==> src/rhht_pkg.sv <==
`timescale 1ns / 1ps
`default_nettype none
// ----------------------------------------------------------------------------
// rhht_pkg: shared types and constants for the Robin Hood hash table core
// Operation and status codes, hash multiplier, request control struct.
// ----------------------------------------------------------------------------
package rhht_pkg;

    localparam logic [31:0] FIB_MUL    = 32'h9E37_79B9;
    localparam int          LIMIT_W    = 11;
    localparam logic [10:0] FILL_RESET = 11'd768;

    typedef enum logic [1:0] {
        F_GET   = 2'd0,
        F_SET   = 2'd1,
        F_UNSET = 2'd2,
        F_CLEAR = 2'd3
    } t_func;

    typedef enum logic [2:0] {
        ST_HIT  = 3'd0,
        ST_MISS = 3'd1,
        ST_NEW  = 3'd2,
        ST_UPD  = 3'd3,
        ST_FULL = 3'd4,
        ST_GONE = 3'd5
    } t_status;

    typedef struct packed {
        t_func       func;
        logic [31:0] key;
    } t_req_ctl;

endpackage
`default_nettype wire

==> src/rhht_front.sv <==
`timescale 1ns / 1ps
`default_nettype none
// ----------------------------------------------------------------------------
// rhht_front: request intake
// Accepts operations, computes the Fibonacci home slot and queues requests.
// ----------------------------------------------------------------------------
module rhht_front #(
    parameter int AW      = 10,
    parameter int VALUE_W = 32
) (
    input  wire                    i_clk,
    input  wire                    i_rst_n,
    input  wire                    i_in_valid,
    output logic                   o_in_ready,
    input  wire rhht_pkg::t_req_ctl i_in_ctl,
    input  wire [VALUE_W-1:0]      i_in_value,
    input  wire                    i_busy,
    output logic                   o_req_valid,
    input  wire                    i_req_pop,
    output rhht_pkg::t_req_ctl     o_req_ctl,
    output logic [VALUE_W-1:0]     o_req_value,
    output logic [AW-1:0]          o_req_home
);
    import rhht_pkg::*;

    localparam int QD = 2;
    localparam int QA = $clog2(QD);

    logic               r_s1_valid;
    t_req_ctl           r_s1_ctl;
    logic [VALUE_W-1:0] r_s1_value;
    logic [31:0]        r_s1_prod;

    t_req_ctl           r_q_ctl   [QD];
    logic [VALUE_W-1:0] r_q_value [QD];
    logic [AW-1:0]      r_q_home  [QD];
    logic [QA:0]        r_wp;
    logic [QA:0]        r_rp;

    logic q_full;
    logic q_empty;
    logic push;
    logic take;

    assign q_empty    = (r_wp == r_rp);
    assign q_full     = (r_wp[QA-1:0] == r_rp[QA-1:0]) && (r_wp[QA] != r_rp[QA]);
    assign push       = r_s1_valid && !q_full;
    assign o_in_ready = !i_busy && (!r_s1_valid || !q_full);
    assign take       = i_in_valid && o_in_ready;

    // hash stage: register the low product word
    always_ff @(posedge i_clk) begin
        if (!i_rst_n) begin
            r_s1_valid <= 1'b0;
        end else if (take) begin
            r_s1_valid <= 1'b1;
        end else if (push) begin
            r_s1_valid <= 1'b0;
        end
        if (take) begin
            r_s1_ctl   <= i_in_ctl;
            r_s1_value <= i_in_value;
            r_s1_prod  <= i_in_ctl.key * FIB_MUL;
        end
    end

    // request queue
    always_ff @(posedge i_clk) begin
        if (!i_rst_n) begin
            r_wp <= '0;
            r_rp <= '0;
        end else begin
            if (push) r_wp <= r_wp + 1'b1;
            if (i_req_pop && !q_empty) r_rp <= r_rp + 1'b1;
        end
        if (push) begin
            r_q_ctl[r_wp[QA-1:0]]   <= r_s1_ctl;
            r_q_value[r_wp[QA-1:0]] <= r_s1_value;
            r_q_home[r_wp[QA-1:0]]  <= r_s1_prod[31 -: AW];
        end
    end

    assign o_req_valid = !q_empty;
    assign o_req_ctl   = r_q_ctl[r_rp[QA-1:0]];
    assign o_req_value = r_q_value[r_rp[QA-1:0]];
    assign o_req_home  = r_q_home[r_rp[QA-1:0]];

endmodule
`default_nettype wire

==> config.mk <==
export PLATFORM = sky130hd
export DESIGN_NAME = rhht_front
export DESIGN_NICKNAME = d
export VERILOG_FILES = /design/src/rhht_pkg.sv /design/src/rhht_front.sv
export SDC_FILE = /design/constraint.sdc
export NUM_CORES = 1
export LEC_CHECK = 0
export ABC_CLOCK_PERIOD_IN_PS = 12900
export BUFFER_PORTS_ARGS = -buffer_cell sky130_fd_sc_hd__buf_2
export CORE_ASPECT_RATIO = 2
export CORE_MARGIN = 2
export CORE_UTILIZATION = 55
export DETAILED_ROUTE_END_ITERATION = 10
export HOLD_SLACK_MARGIN = 0.15
export PLACE_DENSITY = 0.73
export SETUP_SLACK_MARGIN = 0.1
export SLEW_MARGIN = 20
export SYNTH_ARGS = -nofsm -noshare
export SYNTH_HDL_FRONTEND = slang
export SYNTH_SLANG_ARGS = --single-unit
==> constraint.sdc <==
create_clock -name i_clk -period 12.9 [get_ports i_clk]
set_input_delay 2.58 -clock i_clk [delete_from_list [all_inputs] [get_ports i_clk]]
set_output_delay 2.58 -clock i_clk [all_outputs]
set_load 0.03 [all_outputs]
==> impl_metrics.tcl, run 1 <==
set metrics [dict create \
    post_cts_buffers 0 \
    fmax_mhz 115 \
    n_fill_cell 2364 \
    first_pass_iters 4 \
    grt_pass1_vias 10600 \
    synth_most_common_cell "inv_1" \
    dp_cells 1668 \
    fp.dieH_um 252 \
    postCtsHoldBufs 0 \
    syn_area_per_cell_um2 14.6 \
    clockBufferDepth 3 \
    synthCells 1156 \
    multi_input_area_um2 8860 \
    fp.dieW_um 128 \
    critPathSlowestCell "fa_1" \
    core_um2 30300 \
    hp-class "reg2reg" \
    max_slew_margin 0.301 \
    grt-ovfl-total 0 \
    rsz0062_at_grt "no" \
    period_needed_ps 8730 \
    drive_gt1_frac 0.202 \
    synth_area_leaders "edfxtp_1 40%, fa_1 27%, ha_1 15%" \
    num_vias 9108 \
    ys_ff_latch 234 \
    met2_usage 0.499 \
    grt_pass1_wl_um 60100 \
    htreeDepth 1 \
    numCtsBuffers 20 \
    cts_sinks 234 \
    syn_area_um2 16900 \
    final.setup.tns_ps 0 \
    hold_ws_ps 443 \
    grt_use_total 0.260 \
    grt_max_degree 78 \
    finalHoldViolCount 0 \
    drtIter0Drc 334 \
    finalNetCount 1821 \
    drt-vias-per-instance 5.35 \
    synth.top_cells.by_count "289 x inv_1, 228 x edfxtp_1, 228 x fa_1, 200 x ha_1, 76 x mux2_2" \
    critPathKind "in2reg" \
    setup_violations 0 \
    async_flop_share 0 \
    seq_area_um2 6970 \
    path_cells "buf_2, inv_1, fa_1, inv_1, fa_1, fa_1, inv_1, fa_1, inv_1, fa_1, inv_1, fa_1, inv_1, fa_1, fa_1, ha_1, a21o_1, a21oi_2, o221ai_2, a22oi_2, a31oi_4, a21oi_4, o2111a_1, o22ai_2" \
    io_pins 149 \
    grt_util_met1 0.242 \
    ctsResizeCount 0 \
    crit_arrival_ps 8960 \
    antenna_cells 0 \
    drv_cap 0 \
    yosys_warnings 0 \
    wl_per_cell_um 23.5 \
    clock_latency_ps 510 \
    io_buffers 148 \
    seq_area_frac_synth 0.411 \
    slowest_delay_ps 530 \
    crit_path_end_kind "flip-flop" \
    use_met3 0.0273 \
    outcome "complete, no violations" \
    tightest_slew_ps 1050 \
    drc 0 \
    critPathMostFrequentCell "fa_1" \
    synth_area_leader_cell "edfxtp_1" \
    path_clk_slew_ps 70 \
    dieArea_um2 32300 \
    antenna_found_initial 0 \
    period_share 0.676 \
    crit_required_ps 13140 \
    yosys_most_used_dff "edfxtp_1" \
    fp-row-count 90 \
    dp_slack_ps 3680 \
    globalplace.congestion 1.05 \
    synth_edf_count 228 \
    syn2layout_area_growth_pct 11.0 \
    top_usage_layer "met2" \
    hpwl_um 33400 \
    wl_um 40000 \
    final_cell_count_no_fill 1703 \
    synth_cell_types 38 \
    cts-root-buf "clkbuf_16" \
    cp-start-kind "input pin" \
    synth_top_area_frac 0.404 \
    critPathMaxFanout 9 \
    fin_ws_ps 4170 \
    finClkSkew_ps 26.4 \
    cts_tree "built" \
    synthesis.nets 1655 \
    final_antenna_net_count 0 \
    slew_violations 0 \
    start_util 0.559 \
]
[layout by cell type, fill, tap and decap left out, types with 5 or more instances in the layout]
cell type,n
nor2_1,7
inv_1,289
xnor2_1,41
clkbuf_16,21
clkbuf_1,5
ha_1,200
a21oi_1,6
dfxtp_1,5
mux2_2,76
nand2_1,10
and2_1,5
xor2_1,11
o21a_1,6
buf_2,148
edfxtp_1,228
fa_1,228
[registers in the layout (all words and copies together), names as in the netlist, named ones only]
signal / count
r_wp: 2
r_s1_value: 32
r_q_value: 64
r_q_ctl: 68
r_s1_prod: 10
r_s1_valid: 1
r_rp: 2
r_s1_ctl: 34
r_q_home: 20
[per-stage QoR]
step	cell area (um^2)	utilization
after floorplan	16900	-
after detailed placement	18100	0.599
after global placement	18100	0.599
final	18800	0.621
after global routing	18800	0.621
after CTS	18800	0.621
[layout make-up]
type                    instances  area share
multi-input cells             625       0.472
clock buffers                  26      0.0290
well taps                     368      0.0245
flip-flops and latches        234       0.371
repair buffers                152      0.0410
inverters                     289      0.0577
clock inverters                 9     0.00546
[routing by layer]
metal | wire, um | share of wire | vias up
li1 | - | - | 4100
met4 | 3950 | 0.099 | 0
met1 | 12300 | 0.31 | 4638
met2 | 22500 | 0.56 | 244
met5 | 0 | 0 | -
met3 | 1230 | 0.031 | 126
[path summary, 6_finish.rpt]
check               startpoint              to  slack [ps]  cells past startpoint
setup reg to reg       r_wp[1]   r_q_ctl[0][2]       10310                      4
hold / removal    r_s1_ctl[19]  r_q_ctl[0][19]         440                      0
setup / recovery   i_in_ctl[6]   r_s1_prod[31]        4170                     24
hold reg to reg   r_s1_ctl[19]  r_q_ctl[0][19]         440                      0
[logic make-up after synthesis]
family | Yosys count | share of synthesized area
fa+ha+maj | 428 | 0.417
flops | 234 | 0.411
mux | 76 | 0.0505
compound gates | 31 | 0.0159
simple gates | 38 | 0.0120
xor+xnor | 52 | 0.0269
buf+inv | 297 | 0.0658
[worst max-delay path, delay by kind of cell]
family | cells | cell delay [ps]
fa+ha+maj | 9 | 4120
compound gates | 8 | 1470
buf+inv | 7 | 800
Power of run 1 is left out: the tool's default activity adds up to more than one toggle a clock period on the data nets, which glitch-free logic cannot reach.
==> run 2, diff against run 1 <==
--- a/config.mk
+++ b/config.mk
@@ -5,7 +5,8 @@
 export SDC_FILE = /design/constraint.sdc
 export NUM_CORES = 1
 export LEC_CHECK = 0
-export ABC_CLOCK_PERIOD_IN_PS = 12900
+export ABC_AREA = 1
+export ABC_CLOCK_PERIOD_IN_PS = 9100
 export BUFFER_PORTS_ARGS = -buffer_cell sky130_fd_sc_hd__buf_2
 export CORE_ASPECT_RATIO = 2
 export CORE_MARGIN = 2
==> constraint.sdc (replaced) <==
create_clock -name i_clk -period 9.1 [get_ports i_clk]
set_input_delay 1.82 -clock i_clk [delete_from_list [all_inputs] [get_ports i_clk]]
set_output_delay 1.82 -clock i_clk [all_outputs]
set_load 0.03 [all_outputs]
==> impl_metrics.tcl, run 2 <==
set metrics [dict create \
    synth_cell_types 34 \
    critPathSlowestCell "fa_1" \
    final_cell_count_no_fill 2005 \
    finClkSkew_ps 13.8 \
    crit_path_end_kind "flip-flop" \
    grt-ovfl-total 0 \
    syn_area_per_cell_um2 12.7 \
    path_cells "buf_2, inv_1, fa_1, inv_1, fa_1, fa_1, inv_1, fa_1, inv_1, fa_1, inv_1, fa_1, inv_1, fa_1, fa_1, ha_1, nand2_1, nor2_1, nand2_2, nor3_2, inv_1, o2111ai_1, xor2_1" \
    syn2layout_area_growth_pct 10.9 \
    syn_area_um2 17700 \
    synth_most_common_cell "inv_1" \
    final_cell_area_um2 19600 \
    final.setup.tns_ps 0 \
    yosys_most_used_dff "edfxtp_1" \
    final_antenna_net_count 0 \
    period_needed_ps 7990 \
    antenna_found_initial 1 \
    cts-root-buf "clkbuf_16" \
    cp_top_family "adder cells" \
    largest_reg_flops 68 \
    hold_ws_ps 443 \
    num_vias 10700 \
    met2_length_um 25700 \
    cp.depth 23 \
    crit_arrival_ps 8260 \
    holdPathStages 0 \
    fp.dieW_um 131 \
    hp-start "r_s1_value[3]" \
    rsz0062_at_grt "no" \
    cts_tree "built" \
    critPathMaxFanout 9 \
    seq_area_frac_synth 0.393 \
    dp_cells 1969 \
    synth_top_area_frac 0.386 \
    final_common_cell "inv_1" \
    start_util 0.554 \
    crit_required_ps 9370 \
    synth.top_cells.by_count "347 x inv_1, 228 x edfxtp_1, 228 x fa_1, 200 x ha_1, 140 x nand2_1" \
    mostFrequentLayoutCells "346 x inv_1, 228 x fa_1, 228 x edfxtp_1, 200 x ha_1, 148 x buf_2" \
    setup_violations 0 \
    tightest_slew_ps 923 \
    numCtsBuffers 20 \
    fp.dieH_um 258 \
    synth_area_leaders "edfxtp_1 39%, fa_1 26%, ha_1 14%" \
    globalplace.congestion 1.01 \
    n_fill_cell 2555 \
    drive_gt1_frac 0.171 \
    clock_latency_ps 510 \
    period_share 0.878 \
    hp-class "reg2reg" \
    drv_cap 0 \
    ctsResizeCount 0 \
    ys_ff_latch 234 \
    wl_um 44800 \
    wl_per_cell_um 22.3 \
    clockBufferDepth 3 \
    synth_edf_count 228 \
    crit_buf_inv 8 \
    async_flop_share 0 \
    r2r-start "r_wp[1]" \
    postCtsHoldBufs 0 \
    slew_violations 0 \
    place_area_um2 19000 \
    first_pass_iters 5 \
    finalNetCount 2063 \
    yosys_warnings 0 \
    path_clk_slew_ps 60 \
    fmax_mhz 125 \
    critPathMostFrequentCell "fa_1" \
    synth_area_leader_cell "edfxtp_1" \
    htreeDepth 1 \
    fp-row-count 93 \
    drt-met1-wl_um 14400 \
    synthesis.nets 1896 \
    slowest_delay_ps 530 \
    worstSetupStartpoint "i_in_ctl[6]" \
    outcome "complete, no violations" \
    post_cts_buffers 0 \
    io_buffers 148 \
    dieArea_um2 33800 \
    finalHoldViolCount 0 \
    drtIter0Drc 463 \
    core_um2 32000 \
    cp-start-kind "input pin" \
    grt_pass1_wl_um 67300 \
    io_pins 149 \
    met3_length_um 1290 \
    critPathKind "in2reg" \
    grt_pass1_vias 12000 \
    synthCells 1397 \
    grt_use_total 0.277 \
    max_slew_margin 0.384 \
    grt_max_degree 69 \
    drt-vias-per-instance 5.32 \
    cts_sinks 234 \
    drc 0 \
    r2r_cells 6 \
    hpwl_um 37500 \
    top_layer "met4" \
]
## run 2: cell types whose count changed in the layout (fill, tap and decap cells not counted), moves of 17 or more
cell	before	now
nand2_1	10	140
inv_1	289	346
xnor2_1	41	12
a21oi_1	6	30
nand3_1	3	27
nor2_1	7	24
## run 2: metrics by stage
stage	utilization	setup slack, ps
floorplan	-	1800
global placement	0.594	647
detailed placement	0.594	619
CTS	0.614	1150
global route	0.614	910
finish	0.614	1110
## run 2: path summary, 6_finish.rpt
check | endpoint | slack (ps)
max | r_s1_prod[24] | 1110
min | r_q_value[1][3] | 440
max reg2reg | r_s1_value[28] | 6430
min reg2reg | r_q_value[1][3] | 440
## run 2: per-layer routing
layer  global-route usage  vias up
li1                     -     4840
met1                0.270     5404
met2                0.538      284
met3               0.0230      146
met4                0.175        0
met5                    0        -
## run 2: layout make-up
| type | instances | area [um^2] | area share |
|---|---|---|---|
| clock inverters | 11 | 90.1 | 0.00459 |
| well taps | 427 | 534 | 0.0272 |
| multi-input cells | 808 | 9430 | 0.480 |
| flip-flops and latches | 234 | 6970 | 0.355 |
| repair buffers | 153 | 778 | 0.0396 |
| inverters | 347 | 1300 | 0.0664 |
| clock buffers | 24 | 537 | 0.0273 |
| diodes | 1 | 2.50 | 0.000127 |
## run 2: logic make-up (layout without fill, tap and decap cells)
kind of cell,Yosys count,after routing,share of synthesized area
adders and majority gates,428,428,0.399
buffers and inverters,355,535,0.0756
DFF,234,234,0.393
and+or+nand+nor,215,215,0.0514
muxes,76,76,0.0483
AOI/OAI and AO/OA,63,63,0.0198
xor gates and xnor gates,26,26,0.0129
other,0,1,0
Power of run 2 is left out for the same reason.
==> run 3, diff against run 2 <==
--- a/config.mk
+++ b/config.mk
@@ -9,7 +9,7 @@
 export ABC_CLOCK_PERIOD_IN_PS = 9100
 export BUFFER_PORTS_ARGS = -buffer_cell sky130_fd_sc_hd__buf_2
 export CORE_ASPECT_RATIO = 2
-export CORE_MARGIN = 2
+export CORE_MARGIN = 1.5
 export CORE_UTILIZATION = 55
 export DETAILED_ROUTE_END_ITERATION = 10
 export HOLD_SLACK_MARGIN = 0.15
==> impl_metrics.tcl, run 3 (synthesis results as in run 2) <==
set metrics [dict create \
    outcome "complete, no violations" \
    r2r_slack_ps 6540 \
    setup_violations 0 \
    seq_area_um2 6970 \
    clock_latency_ps 520 \
    grt-ovfl-total 0 \
    worstReg2RegEnd "r_q_ctl[0][24]" \
    worstSetupEndpoint "r_s1_prod[28]" \
    wl_um 45300 \
    path_clk_slew_ps 60 \
    finalHoldViolCount 0 \
    critPathMostFrequentCell "fa_1" \
    fin_ws_ps 1420 \
    crit_arrival_ps 7930 \
    largest_reg_flops 68 \
    antenna_cells 0 \
    period_needed_ps 7680 \
    crit_required_ps 9350 \
    fp.dieH_um 257 \
    grt_pass1_wl_um 68200 \
    drt-vias-per-instance 5.34 \
    tightest_slew_ps 1050 \
    worstSetupStartpoint "i_in_ctl[12]" \
    r2r_cells 6 \
    final_common_cell "inv_1" \
    hp-class "reg2reg" \
    cts-root-buf "clkbuf_16" \
    drv_cap 0 \
    final.setup.tns_ps 0 \
    grt_max_degree 77 \
    ctsResizeCount 0 \
    finalNetCount 2065 \
    dp_slack_ps 945 \
    drive_gt1_frac 0.172 \
    antenna_found_initial 0 \
    grt_pass1_vias 12100 \
    cts_tree "built" \
    fp-row-count 92 \
    cp-start-kind "input pin" \
    n_fill_cell 2523 \
    grt_use_total 0.285 \
    dieArea_um2 33400 \
    numCtsBuffers 21 \
    postCtsHoldBufs 0 \
    fmax_mhz 130 \
    final_antenna_net_count 0 \
    period_share 0.844 \
    cts_sinks 234 \
    crit_path_end_kind "flip-flop" \
    critPathMaxFanout 6 \
    syn2layout_area_growth_pct 11.0 \
    multi_input_area_um2 9430 \
    first_pass_iters 4 \
    num_vias 10700 \
    wl_per_cell_um 22.6 \
    drc 0 \
    globalplace.congestion 1.04 \
    slowest_delay_ps 590 \
    path_cells "buf_2, inv_1, fa_1, fa_1, inv_1, fa_1, fa_1, inv_1, fa_1, inv_1, fa_1, fa_1, fa_1, ha_1, nand2_1, nor4_1, o21ai_0, nand3_1, xor2_1" \
    drtIter0Drc 368 \
    start_util 0.560 \
    fp.dieW_um 130 \
    critPathKind "in2reg" \
    clockBufferDepth 3 \
    max_slew_margin 0.302 \
    io_buffers 148 \
    critPathSlowestCell "fa_1" \
    slew_violations 0 \
    finClkSkew_ps 45.4 \
    core_um2 31700 \
    post_cts_buffers 0 \
    io_pins 149 \
    htreeDepth 1 \
    r2r-start "r_rp[1]" \
    rsz0062_at_grt "no" \
    mostFrequentLayoutCells "346 x inv_1, 228 x fa_1, 228 x edfxtp_1, 200 x ha_1, 148 x buf_2" \
    hpwl_um 37700 \
]
==> run 3: cell count changes in the layout (fill, tap and decap cells not counted) <==
cell        delta
clkinvlp_4     -3
clkbuf_1       +2
clkinv_1       -2
clkinv_2       +2
buf_16         +1
clkbuf_8       +1
clkinv_4       +1
diode_2        -1
==> run 3: stage by stage <==
stage,utilization,instances,instance area [um^2],hold slack [ps]
after floorplan,-,1397,17700,421
after detailed placement,0.601,1965,19000,430
final,0.622,2002,19700,427
after global routing,0.622,2002,19700,436
after CTS,0.621,2001,19600,426
after global placement,0.601,1965,19000,422
==> run 3: how the worst min path moves through the flow <==
stage,from,endpoint,slack (ps),cells after the start
detailed placement,r_s1_value[21],r_q_value[0][21],430,0
finish,r_s1_ctl[12],r_q_ctl[1][12],430,0
global placement,r_s1_value[31],r_q_value[0][31],420,0
global route,r_s1_ctl[12],r_q_ctl[1][12],440,0
CTS,r_s1_ctl[12],r_q_ctl[1][12],430,0
floorplan,r_s1_ctl[0],r_q_ctl[0][0],420,0
==> run 3: critical path: cells and delay by family <==
kind,cells,cell delay (ps)
AOI/OAI and AO/OA,1,140
xor gates and xnor gates,1,80
adders and majority gates,9,4440
buffers and inverters,5,700
and+or+nand+nor,3,750
==> run 3: layer usage <==
layer,GRT usage,routed length (um),vias up
met5,0,0,-
met2,0.535,25000,321
met3,0.0207,1340,166
met1,0.271,14300,5367
li1,-,-,4841
met4,0.240,4660,0
==> run 3: final cells by class <==
type                    instances  area share
inverters                     347      0.0663
multi-input cells             808       0.479
well taps                     423      0.0269
clock inverters                 9     0.00401
clock buffers                  27      0.0284
repair buffers                154      0.0410
flip-flops and latches        234       0.354
Power of run 3 is left out for the same reason.
